==> src/rtl/core/dsu_pkg.sv <==
// Package for the disjoint-set union-find unit: operation codes, widths,
// and the command and status types between controller and datapath.
// Depends on nothing.
package dsu_pkg;

  localparam int unsigned MAX_ELEMENTS_DEF = 1024;
  localparam int KIND_W     = 2;
  localparam int IDX_PORT_W = 10;
  localparam int CNT_PORT_W = 11;
  localparam int RANK_W     = 4;

  localparam logic [RANK_W-1:0]     RANK_MAX  = 4'd15;
  localparam logic [CNT_PORT_W-1:0] CNT_RESET = 11'd1024;

  typedef enum logic [KIND_W-1:0] {
    KIND_FIND  = 2'd0,
    KIND_UNION = 2'd1,
    KIND_CLEAR = 2'd2
  } kind_e;

  typedef enum logic [3:0] {
    DP_NOP,
    DP_LATCH,
    DP_WALK_STEP,
    DP_COMP_START,
    DP_COMP_STEP,
    DP_TAKE_FIND,
    DP_TAKE_A,
    DP_LINK,
    DP_SWEEP
  } dp_op_e;

  typedef struct packed {
    dp_op_e op;
    logic   sel_b;    // compression starts from the second element
    logic   set_err;  // index error flag captured with the item
    logic   init;     // sweep covers the whole table (reset pass)
  } dp_cmd_t;

  typedef struct packed {
    logic a_oob;
    logic b_oob;
    logic cnt_zero;
    logic at_root;
    logic comp_done;
    logic sweep_last;
  } dp_sts_t;

endpackage

==> src/rtl/core/dsu_ctrl.sv <==
// Controller state machine of the union-find unit.
// Depends on dsu_pkg; drives dsu_dpath through dp_cmd_t and reads dp_sts_t.
module dsu_ctrl (
  input  logic                        clk_i,
  input  logic                        rst_ni,
  input  logic                        start,
  input  logic [dsu_pkg::KIND_W-1:0]  kind_i,
  input  dsu_pkg::dp_sts_t            sts_i,
  output dsu_pkg::dp_cmd_t            cmd_o,
  output logic                        busy_o,
  output logic                        done_o
);

  localparam logic [2:0] S_INIT  = 3'd0;
  localparam logic [2:0] S_IDLE  = 3'd1;
  localparam logic [2:0] S_WALK  = 3'd2;
  localparam logic [2:0] S_COMP  = 3'd3;
  localparam logic [2:0] S_LINK  = 3'd4;
  localparam logic [2:0] S_SWEEP = 3'd5;
  localparam logic [2:0] S_DONE  = 3'd6;

  logic [2:0] state_q, state_d;
  logic       union_q, union_d;
  logic       phase_q, phase_d;

  always_ff @(posedge clk_i or negedge rst_ni) begin
    if (!rst_ni) begin
      state_q <= S_INIT;
      union_q <= 1'b0;
      phase_q <= 1'b0;
    end else begin
      state_q <= state_d;
      union_q <= union_d;
      phase_q <= phase_d;
    end
  end

  always_comb begin
    state_d       = state_q;
    union_d       = union_q;
    phase_d       = phase_q;
    cmd_o.op      = dsu_pkg::DP_NOP;
    cmd_o.sel_b   = 1'b0;
    cmd_o.set_err = 1'b0;
    cmd_o.init    = 1'b0;
    unique case (state_q)
      S_INIT: begin
        cmd_o.op   = dsu_pkg::DP_SWEEP;
        cmd_o.init = 1'b1;
        if (sts_i.sweep_last) begin
          state_d = S_IDLE;
        end
      end
      S_IDLE: begin
        if (start) begin
          cmd_o.op = dsu_pkg::DP_LATCH;
          phase_d  = 1'b0;
          union_d  = (kind_i == dsu_pkg::KIND_UNION);
          unique case (kind_i)
            dsu_pkg::KIND_FIND: begin
              cmd_o.set_err = sts_i.a_oob;
              state_d       = sts_i.a_oob ? S_DONE : S_WALK;
            end
            dsu_pkg::KIND_UNION: begin
              cmd_o.set_err = sts_i.a_oob || sts_i.b_oob;
              state_d       = (sts_i.a_oob || sts_i.b_oob) ? S_DONE : S_WALK;
            end
            dsu_pkg::KIND_CLEAR: begin
              state_d = sts_i.cnt_zero ? S_DONE : S_SWEEP;
            end
            default: begin
              state_d = S_DONE;
            end
          endcase
        end
      end
      S_WALK: begin
        if (sts_i.at_root) begin
          cmd_o.op    = dsu_pkg::DP_COMP_START;
          cmd_o.sel_b = phase_q;
          state_d     = S_COMP;
        end else begin
          cmd_o.op = dsu_pkg::DP_WALK_STEP;
        end
      end
      S_COMP: begin
        if (!sts_i.comp_done) begin
          cmd_o.op = dsu_pkg::DP_COMP_STEP;
        end else if (!union_q) begin
          cmd_o.op = dsu_pkg::DP_TAKE_FIND;
          state_d  = S_DONE;
        end else if (!phase_q) begin
          cmd_o.op = dsu_pkg::DP_TAKE_A;
          phase_d  = 1'b1;
          state_d  = S_WALK;
        end else begin
          // Rank reads of both roots land during this cycle's edge.
          state_d = S_LINK;
        end
      end
      S_LINK: begin
        cmd_o.op = dsu_pkg::DP_LINK;
        state_d  = S_DONE;
      end
      S_SWEEP: begin
        cmd_o.op = dsu_pkg::DP_SWEEP;
        if (sts_i.sweep_last) begin
          state_d = S_DONE;
        end
      end
      S_DONE: begin
        state_d = S_IDLE;
      end
      default: begin
        state_d = S_IDLE;
      end
    endcase
  end

  assign busy_o = (state_q != S_IDLE);
  assign done_o = (state_q == S_DONE);

endmodule

==> config.mk <==
export PLATFORM = sky130hd
export DESIGN_NAME = dsu_ctrl
export DESIGN_NICKNAME = d
export VERILOG_FILES = /design/src/rtl/core/dsu_pkg.sv /design/src/rtl/core/dsu_ctrl.sv
export SDC_FILE = /design/constraint.sdc
export NUM_CORES = 1
export LEC_CHECK = 0
export ABC_AREA = 1
export BUFFER_PORTS_ARGS = -buffer_cell sky130_fd_sc_hd__buf_2
export CORE_AREA = 2 2 39 41
export DETAILED_ROUTE_END_ITERATION = 12
export DIE_AREA = 0 0 41 43
export GPL_ROUTABILITY_DRIVEN = 0
export PLACE_DENSITY = 0.76
export SETUP_SLACK_MARGIN = 0.02
export SYNTH_ARGS = -nofsm -noshare
export SYNTH_HDL_FRONTEND = slang
export SYNTH_SLANG_ARGS = --single-unit
==> constraint.sdc <==
create_clock -name clk_i -period 3.11 [get_ports clk_i]
set_clock_uncertainty 0.15 [all_clocks]
set_input_delay 0.1555 -clock clk_i [delete_from_list [all_inputs] [get_ports clk_i]]
set_output_delay 0.1555 -clock clk_i [all_outputs]
set_load 0.05 [all_outputs]
Word level (Yosys, flattened, before mapping)
Index checks and enable logic that the tools add are counted.

storage, ports and cells
  register bits = 5
  input bits = 11
  output and inout port bits = 9
  word-level logic and storage cells = 54

cells by class
  equality and inequality tests = 15
  multiplexer cells = 28
  reduce and logical (&&, ||, !) cells = 8

operator list
  operator            count
  $mux 3              12
  $pmux 4 s5          1
  $pmux 3 s6          1
  $ne 2x2->1 const B  6
  $mux 1              10
  $eq 3x3->1 const B  3
  $pmux 3 s3          1
  $eq 3x2->1 const B  2
  $reduce_and 5->1    1
  $pmux 1 s2          2
  $reduce_and 4->1    1
  $eq 3x1->1 const B  1
  $logic_not 3->1     1
  $ne 3x1->1 const B  1
  $eq 2x1->1 const B  1
  $eq 2x2->1 const B  1
  $logic_not 2->1     1
  $mux 2              1
  $reduce_and 2->1    1
  $reduce_bool 2->1   1
  $reduce_or 2->1     1
  $logic_or 1x1->1    1

Longest topological paths before layout
  depth after elaboration = 5
  mapped depth = 9

Least setup slack after synthesis
Ideal clock, no wire load.

  path kind = register to output
  from = register state_q[1]
  to = output port cmd_o[1] in the netlist's numbering
  arrival = 1.848 ns
  required time = 2.804 ns
  path slack = 0.956 ns
  stages on the path, launching flop included = 7
  path buffers = 1
  cell sequence = dfrtp_1 buf_6 inv_1 nand3_2 nor2_2 inv_1 a211oi_2

RTL lines
  item                    line            source
  start, declared         dsu_ctrl.sv:22  logic [2:0] state_q, state_d;
  start signal, assigned  dsu_ctrl.sv:32  state_q <= state_d;
  end, declared           dsu_ctrl.sv:9   output dsu_pkg::dp_cmd_t cmd_o,

==> impl_metrics.env <==
export IMPL_finalSetupViolations=0
export IMPL_setup_tns_final_ns=0
export IMPL_ios=20
export IMPL_synthesis_nets=98
export IMPL_outcome="finished, final reports clean"
export IMPL_dr_pass1_iters=4
export IMPL_cap_viol_max_count=0
export IMPL_layout_commonest_cell="buf_2"
export IMPL_p_leak_nw=0.405
export IMPL_critPathKind="flop to output port"
export IMPL_drc=0
export IMPL_cts_tree="yes"
export IMPL_fin_crit_sh_pct=63.6
export IMPL_die_h_um=43
export IMPL_post_drt_wl_per_cell_um=9.61
export IMPL_fp_dieW_um=41
export IMPL_start_util_pct=41.4
export IMPL_crit_chain="inv_1 -> nand3_2 -> nor2_2 -> inv_1 -> a211oi_2 -> buf_2"
export IMPL_min_period_ns=1.98
export IMPL_numCtsBuffers=3
export IMPL_groute_layer_met2_usage_pct=24.1
export IMPL_crit_path_start_kind="flop"
export IMPL_layout_common_cells="19 x buf_2, 18 x nand2_1, 16 x inv_1, 16 x nand3_1"
export IMPL_grt_busiest_layer="met1"
export IMPL_grt_max_degree=12
export IMPL_cts_root_buffer="clkbuf_4"
export IMPL_yosysWarnings=0
export IMPL_grt_overflow_total=0
export IMPL_path_buf_inv=3
export IMPL_drive_above_1_share_pct=35.8
export IMPL_clk_path_buf_depth=2
export IMPL_grt_pass1_vias=502
export IMPL_total_power_mw=0.846
export IMPL_n_fill_cell=147
export IMPL_finalHoldViolations=0
export IMPL_n_antenna_cell=0
export IMPL_postCtsSetupBuffers=0
export IMPL_grt_usage_pct=16.8
export IMPL_crit_fanout=11
export IMPL_seq_area_frac_synth_pct=21.8
export IMPL_grt_setup_unrepaired="no"
export IMPL_cts_max_level=1
export IMPL_num_rows=14
export IMPL_grtUsageMet3_pct=6.28
export IMPL_routed_wl_mm=1.20
export IMPL_tightestPinTransition_ns=0.457
export IMPL_synth_cell_types=17
export IMPL_cts_resized_gates=0
export IMPL_drt_iter0_drc=11
export IMPL_max_stage_delay_ns=0.53
export IMPL_synth_area_per_cell_um2=6.59
export IMPL_crit_path_end_kind="output port"
export IMPL_clock_sinks=5
export IMPL_dp_hpwl_mm=1.03
export IMPL_portBuffers=19
export IMPL_postRouteAntennaNets=0
export IMPL_fin_nets=121
export IMPL_crit_family="flip-flops"
export IMPL_grtUsageMet1_pct=24.3
export IMPL_ctsHoldBuffers=1
export IMPL_hp_class="input pin to flop"
export IMPL_syn_inst=87
export IMPL_crit_slowest_cell="dfrtp_1"
export IMPL_relSlewSlack_pct=69.5
export IMPL_power_density_mw_per_mm2=1210
export IMPL_clk_pin_slew_ns=0.04
export IMPL_grt_pass1_wl_mm=2.04
export IMPL_vias=614
export IMPL_synth_seq_cells=5
export IMPL_critPathRequiredTime_ns=2.80
export IMPL_drv_slew=0
export IMPL_clock_latency_ns=0.24
export IMPL_coreArea_mm2=0.00138
export IMPL_antenna_found_initial=0
export IMPL_die_area_mm2=0.00176
export IMPL_max_freq_ghz=0.505
export IMPL_ir_worst_vdd_mv=0.697
export IMPL_syn_to_final_growth_pct=22.5
export IMPL_netlist_area_um2=573
export IMPL_drt_vias_per_instance=4.91
export IMPL_critical_path_arrival_ns=1.67
export IMPL_crit_top_cell="inv_1"
## routing by layer
metal	wire [um]	share of wire, %
met5	0	0
met2	559	47
met4	0	0
met1	560	47
met3	81	6.7
## synth_stat cells
library cell	number	area, um^2
nand2_1	18	67.6
inv_1	16	60.1
nand3_1	16	80.1
dfrtp_1	5	125
nor2_1	5	18.8
a21oi_1	4	20.0
nand2_2	3	18.8
nand2_4	3	33.8
nand3_2	3	30.0
nor2_2	3	18.8
nor2_4	3	33.8
buf_6	2	22.5
nand4_1	2	12.5
a211oi_2	1	12.5
inv_4	1	6.26
nand3b_1	1	7.51
o21ai_0	1	5.00
## flip-flops by register name, indices dropped and copies added (netlist names)
register / flops
state_q: 3
phase_q: 1
union_q: 1
## final timing paths
kind	start	endpoint	slack (ns)	cells after the start
setup / recovery	state_q[1]	cmd_o[1]	1.13	6
hold / removal	sts_i[0]	state_q[2]	0.06	4
setup reg to reg	state_q[1]	state_q[0]	1.60	8
hold reg to reg	phase_q	phase_q	0.47	2
max in group asynchronous	rst_ni	phase_q	2.58	2
min in group asynchronous	rst_ni	state_q[0]	0.10	2
## report_power, final
part / switching (mW) / internal (mW)
clock: 0.0247 / 0.0484
sequential: 0.0755 / 0.0978
combinational: 0.433 / 0.167
## worst min-delay path, cell delays in order
cell	delay [ns]
buf_2	0.07
inv_1	0.05
nand3_2	0.08
nand2_1	0.05
## final cells by class
class | count | area (um^2) | area share [%]
repair buffers | 20 | 105 | 15.0
flip-flops and latches | 5 | 125 | 17.8
well taps | 16 | 20.0 | 2.85
multi-input cells | 63 | 359 | 51.2
clock buffers | 4 | 26.3 | 3.74
inverters | 17 | 66.3 | 9.45
## through the flow
step	setup WS [ns]	hold slack, ns	instances	area, um^2	util [%]
2_1_floorplan	0.956	-0.290	87	573	-
3_3_place_gp	1.42	-0.178	120	666	48.1
5_1_grt	1.02	0.0756	125	702	50.7
4_1_cts	1.12	0.0581	125	702	50.7
3_5_place_dp	1.38	-0.180	120	666	48.1
6_report	1.13	0.0621	125	702	50.7
## logic make-up after synthesis
group | after synthesis | share of synthesized area (%)
and+or+nand+nor | 57 | 56.1
buffers and inverters | 19 | 15.5
AOI/OAI and AO/OA | 6 | 6.55
DFF | 5 | 21.8
Note: power is estimated with default switching activity, not from simulation.
